==> config.mk <==
export PLATFORM = sky130hd
export DESIGN_NAME = magnitude_pointer_accel_top
export DESIGN_NICKNAME = d
export VERILOG_FILES = /design/src/mpa_pkg.sv /design/src/magnitude_pointer_accel_top.sv
export SDC_FILE = /design/constraint.sdc
export NUM_CORES = 2
export LEC_CHECK = 0
export BUFFER_PORTS_ARGS = -buffer_cell sky130_fd_sc_hd__buf_2
export CAP_MARGIN = 10
export CORE_AREA = 2 2 230 289
export DETAILED_ROUTE_END_ITERATION = 7
export DIE_AREA = 0 0 232 291
export PLACE_DENSITY_LB_ADDON = 0.08
export SKIP_CTS_REPAIR_TIMING = 1
export SLEW_MARGIN = 20
export SYNTH_ARGS = -nofsm -noshare
export SYNTH_HDL_FRONTEND = slang
export SYNTH_SLANG_ARGS = --single-unit
==> constraint.sdc <==
create_clock -name clk -period 12.35 [get_ports clk]
set_input_delay 1.8525 -clock clk [delete_from_list [all_inputs] [get_ports clk]]
set_output_delay 1.8525 -clock clk [all_outputs]
set_load 0.01 [all_outputs]
==> src/mpa_pkg.sv <==
// Shared constants for the magnitude pointer accelerator.
// No dependencies; used by the top level, the checker and the testbench.
package mpa_pkg;

  localparam int DELTA_BITS  = 16;
  localparam int DELTA_SHIFT = 16 - DELTA_BITS;

  localparam logic [15:0] UNIT       = 16'd1000;
  localparam logic [31:0] ROOT_PROBE = 32'h4000_0000;

  localparam logic [15:0] MIN_MULT_RESET = 16'd1000;
  localparam logic [15:0] MAX_MULT_RESET = 16'd1500;
  localparam logic [15:0] DIVISOR_RESET  = 16'd10;

  localparam logic [1:0] REG_MIN_MULT = 2'd0;
  localparam logic [1:0] REG_MAX_MULT = 2'd1;
  localparam logic [1:0] REG_DIVISOR  = 2'd2;

  localparam logic [1:0] CMD_X     = 2'd0;
  localparam logic [1:0] CMD_Y     = 2'd1;
  localparam logic [1:0] CMD_OTHER = 2'd2;

  localparam int DIV1_STEPS = 26;

  // ceil(2^38 / 1000) in halves: x / 1000 == (x * recip) >> 38 for x below 2^32
  localparam logic [15:0] RECIP_HI    = 16'h1062;
  localparam logic [15:0] RECIP_LO    = 16'h4DD3;
  localparam int          RECIP_SHIFT = 6;

endpackage

==> src/magnitude_pointer_accel_top.sv <==
// Magnitude pointer accelerator: delta scaling by sqrt(x^2+y^2) based gain.
// One shared 17x17 multiplier forms the squares, the root scaling by 1000, the delta
// product and the four-product reciprocal for /1000; the gain uses a 26-step divider.
// No new beat is taken until the result is loaded; a stalled result holds the block.
// Reset (rst, synchronous): clears held axes, output valid, registers to defaults.
// Depends on mpa_pkg.
module magnitude_pointer_accel_top (
  input  logic               clk,
  input  logic               rst,
  input  logic               psel,
  input  logic               penable,
  input  logic               pwrite,
  input  logic [3:0]         paddr,
  input  logic [31:0]        pwdata,
  output logic [31:0]        prdata,
  output logic               pready,
  input  logic               in_valid,
  output logic               in_stall,
  input  logic [1:0]         cmd,
  input  logic signed [15:0] value,
  input  logic               last_of_report,
  output logic               out_valid,
  input  logic               out_stall,
  output logic signed [22:0] scaled_value
);

  localparam logic [3:0] S_IDLE  = 4'd0;
  localparam logic [3:0] S_SQX   = 4'd1;
  localparam logic [3:0] S_SQY   = 4'd2;
  localparam logic [3:0] S_ROOT  = 4'd3;
  localparam logic [3:0] S_SCALE = 4'd4;
  localparam logic [3:0] S_DIV1  = 4'd5;
  localparam logic [3:0] S_CLAMP = 4'd6;
  localparam logic [3:0] S_PROD  = 4'd7;
  localparam logic [3:0] S_PREP  = 4'd8;
  localparam logic [3:0] S_RLL   = 4'd9;
  localparam logic [3:0] S_FIN   = 4'd10;
  localparam logic [3:0] S_RLH   = 4'd11;
  localparam logic [3:0] S_RHL   = 4'd12;
  localparam logic [3:0] S_RHH   = 4'd13;

  logic [3:0]         state;
  logic [15:0]        min_mult, max_mult, divisor;
  logic signed [15:0] held_x, held_y, delta;
  logic               last_flag, is_delta, neg;
  logic [31:0]        sum, racc, probe, q;
  logic [15:0]        rem, den, mult;
  logic [4:0]         cnt;
  logic [33:0]        acc;

  logic               in_take, cfg_wr;
  logic signed [15:0] value_sh, delta_in;
  logic [15:0]        abs_x, abs_y;
  logic signed [16:0] mul_a, mul_b;
  logic signed [33:0] mul_p;
  logic [31:0]        root_trial;
  logic               root_ge;
  logic [16:0]        div_trial;
  logic               div_ge;
  logic [15:0]        rem_next;
  logic [31:0]        mult_raw, mult_lo;
  logic [15:0]        mult_next;
  logic [31:0]        prod_abs;
  logic [31:0]        rcp_top;
  logic [22:0]        res_next;
  logic               out_load;

  assign pready   = 1'b1;
  assign cfg_wr   = psel && penable && pwrite && pready;
  assign in_stall = (state != S_IDLE);
  assign in_take  = in_valid && !in_stall;

  assign value_sh = value <<< mpa_pkg::DELTA_SHIFT;
  assign delta_in = value_sh >>> mpa_pkg::DELTA_SHIFT;

  assign abs_x = held_x[15] ? 16'(-held_x) : held_x;
  assign abs_y = held_y[15] ? 16'(-held_y) : held_y;

  always_comb begin
    unique case (state)
      S_SQX: begin
        mul_a = {1'b0, abs_x};
        mul_b = {1'b0, abs_x};
      end
      S_SQY: begin
        mul_a = {1'b0, abs_y};
        mul_b = {1'b0, abs_y};
      end
      S_SCALE: begin
        mul_a = {1'b0, racc[15:0]};
        mul_b = {1'b0, mpa_pkg::UNIT};
      end
      S_PROD: begin
        mul_a = {delta[15], delta};
        mul_b = {1'b0, mult};
      end
      S_RLL: begin
        mul_a = {1'b0, sum[15:0]};
        mul_b = {1'b0, mpa_pkg::RECIP_LO};
      end
      S_RLH: begin
        mul_a = {1'b0, sum[15:0]};
        mul_b = {1'b0, mpa_pkg::RECIP_HI};
      end
      S_RHL: begin
        mul_a = {1'b0, sum[31:16]};
        mul_b = {1'b0, mpa_pkg::RECIP_LO};
      end
      S_RHH: begin
        mul_a = {1'b0, sum[31:16]};
        mul_b = {1'b0, mpa_pkg::RECIP_HI};
      end
      default: begin
        mul_a = '0;
        mul_b = '0;
      end
    endcase
  end

  assign mul_p = mul_a * mul_b;

  assign root_trial = racc + probe;
  assign root_ge    = (sum >= root_trial);

  assign div_trial = {rem, q[31]};
  assign div_ge    = (div_trial >= {1'b0, den});
  assign rem_next  = div_ge ? 16'(div_trial - {1'b0, den}) : div_trial[15:0];

  assign mult_raw  = {16'b0, mpa_pkg::UNIT} + q;
  assign mult_lo   = (mult_raw < {16'b0, min_mult}) ? {16'b0, min_mult} : mult_raw;
  assign mult_next = (mult_lo > {16'b0, max_mult}) ? max_mult : mult_lo[15:0];

  assign prod_abs = sum[31] ? 32'(-sum) : sum;
  // product bits 63:32 of |x| * recip, from the running sum of the lower partials
  assign rcp_top  = {14'b0, acc[33:16]} + mul_p[31:0];
  assign res_next = neg ? 23'(-q[22:0]) : q[22:0];
  assign out_load = (state == S_FIN) && (!out_valid || !out_stall);

  always_ff @(posedge clk) begin
    if (rst) begin
      min_mult <= mpa_pkg::MIN_MULT_RESET;
      max_mult <= mpa_pkg::MAX_MULT_RESET;
      divisor  <= mpa_pkg::DIVISOR_RESET;
    end else if (cfg_wr) begin
      unique case (paddr[3:2])
        mpa_pkg::REG_MIN_MULT: min_mult <= pwdata[15:0];
        mpa_pkg::REG_MAX_MULT: max_mult <= pwdata[15:0];
        mpa_pkg::REG_DIVISOR:  divisor  <= pwdata[15:0];
        default: ;
      endcase
    end
  end

  always_comb begin
    unique case (paddr[3:2])
      mpa_pkg::REG_MIN_MULT: prdata = {16'b0, min_mult};
      mpa_pkg::REG_MAX_MULT: prdata = {16'b0, max_mult};
      mpa_pkg::REG_DIVISOR:  prdata = {16'b0, divisor};
      default:               prdata = '0;
    endcase
  end

  always_ff @(posedge clk) begin
    if (rst) begin
      state     <= S_IDLE;
      out_valid <= 1'b0;
      held_x    <= '0;
      held_y    <= '0;
    end else begin
      if (out_load) begin
        out_valid <= 1'b1;
      end else if (out_valid && !out_stall) begin
        out_valid <= 1'b0;
      end
      unique case (state)
        S_IDLE: begin
          if (in_take) begin
            last_flag <= last_of_report;
            delta     <= delta_in;
            if (cmd == mpa_pkg::CMD_X || cmd == mpa_pkg::CMD_Y) begin
              is_delta <= 1'b1;
              if (cmd == mpa_pkg::CMD_X) begin
                held_x <= delta_in;
              end else begin
                held_y <= delta_in;
              end
              state <= S_SQX;
            end else begin
              is_delta <= 1'b0;
              neg      <= 1'b0;
              q        <= {{16{value[15]}}, value};
              state    <= S_FIN;
            end
          end
        end
        S_SQX: begin
          sum   <= mul_p[31:0];
          state <= S_SQY;
        end
        S_SQY: begin
          sum   <= sum + mul_p[31:0];
          racc  <= '0;
          probe <= mpa_pkg::ROOT_PROBE;
          state <= S_ROOT;
        end
        S_ROOT: begin
          if (root_ge) begin
            sum  <= sum - root_trial;
            racc <= (racc >> 1) + probe;
          end else begin
            racc <= racc >> 1;
          end
          probe <= probe >> 2;
          if (probe[0]) begin
            state <= S_SCALE;
          end
        end
        S_SCALE: begin
          q     <= {mul_p[mpa_pkg::DIV1_STEPS-1:0], (32 - mpa_pkg::DIV1_STEPS)'(0)};
          rem   <= '0;
          den   <= (divisor == '0) ? 16'd1 : divisor;
          cnt   <= 5'(mpa_pkg::DIV1_STEPS);
          state <= S_DIV1;
        end
        S_DIV1: begin
          rem <= rem_next;
          q   <= {q[30:0], div_ge};
          cnt <= cnt - 5'd1;
          if (cnt == 5'd1) begin
            state <= S_CLAMP;
          end
        end
        S_CLAMP: begin
          mult  <= mult_next;
          state <= S_PROD;
        end
        S_PROD: begin
          sum   <= mul_p[31:0];
          state <= S_PREP;
        end
        S_PREP: begin
          neg   <= sum[31];
          sum   <= prod_abs;
          state <= S_RLL;
        end
        S_RLL: begin
          acc   <= {18'b0, mul_p[31:16]};
          state <= S_RLH;
        end
        S_RLH: begin
          acc   <= acc + {2'b0, mul_p[31:0]};
          state <= S_RHL;
        end
        S_RHL: begin
          acc   <= acc + {2'b0, mul_p[31:0]};
          state <= S_RHH;
        end
        S_RHH: begin
          q     <= rcp_top >> mpa_pkg::RECIP_SHIFT;
          state <= S_FIN;
        end
        S_FIN: begin
          if (out_load) begin
            if (is_delta && last_flag) begin
              held_x <= '0;
              held_y <= '0;
            end
            state <= S_IDLE;
          end
        end
        default: state <= S_IDLE;
      endcase
    end
  end

  always_ff @(posedge clk) begin
    if (out_load) begin
      scaled_value <= res_next;
    end
  end

endmodule

==> impl_results.md <==
- Status: finished clean
- GR Util met1: 40.4%
- Clock tree buffer depth: 3
- R2R setup slack: 1.05 ns
- Global route overflow: 0
- Number of synthesized flops with an enable pin: 241
- Synth top area cells: edfxtp_1, fa_1, ha_1
- Synthesized area per cell: 8.84 um^2
- Vias in the first global route: 29000
- GRT Util Overall: 32.7%
- Yosys warns: 0
- GP Congestion: 0.985
- CTS sink count: 326
- Setup TNS: 0 ns
- CP max-delay cell: a211oi_2
- DR pass1 iterations: 8
- RSZ-0062 raised after global routing: no
- Final hold vios: 0
- Worst vdd ir: 263 uV
- Final wirelength: 110 mm
- Crit-path max FO: 23
- Die Y: 291 um
- Period utilization: 91.5%
- CTS tree: built
- Initial core utilization: 54.3%
- Hold_ws: 0.464 ns
- Final worst slack: 1.05 ns
- DR iter-0 viols: 2265
- Yosys top cell by area: edfxtp_1
- Clk_lat worst skew: 0.59 ns
- Worst-margin pin slew: 1.09 ns
- Via/cell ratio: 6.03
- Sequential fraction of the synthesis area: 25.3%
- # Max-Cap Violations: 0
- Synth unique cells: 108
- # IOs: 120
- Htree depth: 2
- Post-synth ARST share: 0%
- Pre-CTS WS: 1.25 ns
- Fin nets: 4635
- Critical Path Most Common Cell: fa_1
- Most used routing layer: met2
- Clock root buffer: clkbuf_16
- Final setup fails: 0
- Synthesis-stage register bit count: 326
- Startpoint Class: flop
- First-pass GRT wire length: 169 mm
- Pwr dens: 151 nW/um^2
- Clock Skew: 0.0489 ns
- Antenna violations before repair: 0
- Die area: 67500 um^2
- Area growth, synth to finish: 7.39%
- Worst Path Arrival: 11.61 ns
- # DRC: 0
- Worst min path class: reg -> reg
- Rel. slew slack: 26.4%
- Slew Limit Fails: 0
- Most used DFF post-synth: edfxtp_1
- CP max stage delay: 0.84 ns
- Synth Cell Area: 35300 um^2
- Final HPWL DP: 85.8 mm
- Cells after synthesis: 3996
- Leak Pwr: 0.0164 uW
- Core ar.: 65000 um^2
- Die X: 232 um
- Critical path required time: 12.66 ns
- Critical path endpoint category: flop
- Synth top area share: 20.5%
- Layout cells sized above 1: 8.13%
- Antenna viol nets, final: 0
- Row cnt: 105
- Met2 Use GR: 55.6%
- Drt wl/cell: 22.4 um
- Largest net degree at the start of global routing: 49
- Vias after detailed routing: 29600
- Minimum clock period: 11.30 ns
- Commonest non-fill, non-tap cell in the layout: inv_1
- Most frequent cells in the layout: inv_1, nand2_1, nor2_1
- Total CTS buffers: 38
- I/O Buffers: 84
- Highest clock rate: 88.5 MHz
- CP Class: reg -> reg
- Reg clk slew, reported paths: 0.06 ns
- M3 GR Usage: 5.07%
cell type report:
class                      count  area [um^2]
fill                        5928        27100
multi-input combinational   3032        24000
sequential                   326         8940
inverter                     462         1730
tap                          856         1070
clock buffer                  52         1030
timing repair buffer         158          976
clock inverter                16          158
antenna                        1         2.50
where the power goes:
part | switching (uW) | internal, uW | total (uW)
Clock | 505 | 616 | 1120
Sequential | 277 | 1400 | 1680
Combinational | 1870 | 1070 | 2930
Total | 2650 | 3090 | 5730
flip-flops by register name, indices dropped and copies added, names as in the netlist, 23 cells and up:
name and cells:
acc 34, q 32, racc 32, sum 32
scaled_value 23
kinds of logic (layout without fill, tap and decap cells):
family	count (synthesis)	count (layout)	synth area share [%]
adder cells (fa/ha/maj)	555	555	25.4
buffers and inverters	653	688	7.23
other	2	18	0.0213
XOR/XNOR	286	286	7.17
flip-flops	326	326	25.3
AO/OA/AOI/OAI	886	886	16.6
multiplexers	76	76	2.35
AND/OR/NAND/NOR	1212	1212	15.9
synthesized netlist by cell type (13+ instances only):
cell and instances:
a211o_1 14, a21oi_1 251, and2_1 22, a221o_1 19
nand4_1 26, nand3_1 82, dfxtp_1 85, nand2b_1 40
nor3_1 41, o21bai_1 28, a31o_2 13, a22oi_1 17
inv_1 461, and3_1 36, o31ai_1 28, o21ai_0 170
fa_1 271, a222oi_1 20, nor4_1 20, mux2_2 23
or2_2 21, o21ai_1 14, o211ai_1 26, o21a_1 26
nor2_1 344, ha_1 284, nand2_1 450, or3_1 38
mux2i_1 44, a211oi_1 32, edfxtp_1 241, a221oi_1 21
nor2b_1 41, xnor2_1 163, a31oi_1 27, buf_4 21
a21o_1 62, xor2_1 120, o22ai_1 17, clkbuf_1 152
final timing paths:
check	startpoint	to	cells past startpoint
hold reg to reg	held_y[6]	held_y[6]	2
hold / removal	held_y[6]	held_y[6]	2
setup reg to reg	state[1]	acc[30]	31
setup / recovery	state[1]	acc[30]	31
metal layers:
| layer | wire, um | share of wire [%] |
|---|---|---|
| met1 | 42800 | 39 |
| met2 | 53500 | 49 |
| met3 | 7560 | 6.9 |
| met4 | 6130 | 5.6 |
| met5 | 0 | 0 |
through the flow:
stage	std cells	power [uW]	util, %	cell area [um^2]
finish	4903	5730	58.3	37900
global route	4902	6060	58.3	37900
CTS	4902	5690	58.3	37900
floorplan	4011	3650	-	35400
global placement	4834	4540	56.5	36700
detailed placement	4834	4560	56.5	36700
critical path, delay by kind of cell (launching register included):
| kind | cells | cell delay, ns |
|---|---|---|
| simple gates | 7 | 1.76 |
| flops | 1 | 0.81 |
| fa+ha+maj | 8 | 4.00 |
| xor+xnor | 2 | 0.85 |
| buf+inv | 5 | 0.55 |
| compound gates | 9 | 3.01 |
Power figures use the tool's default switching activity.
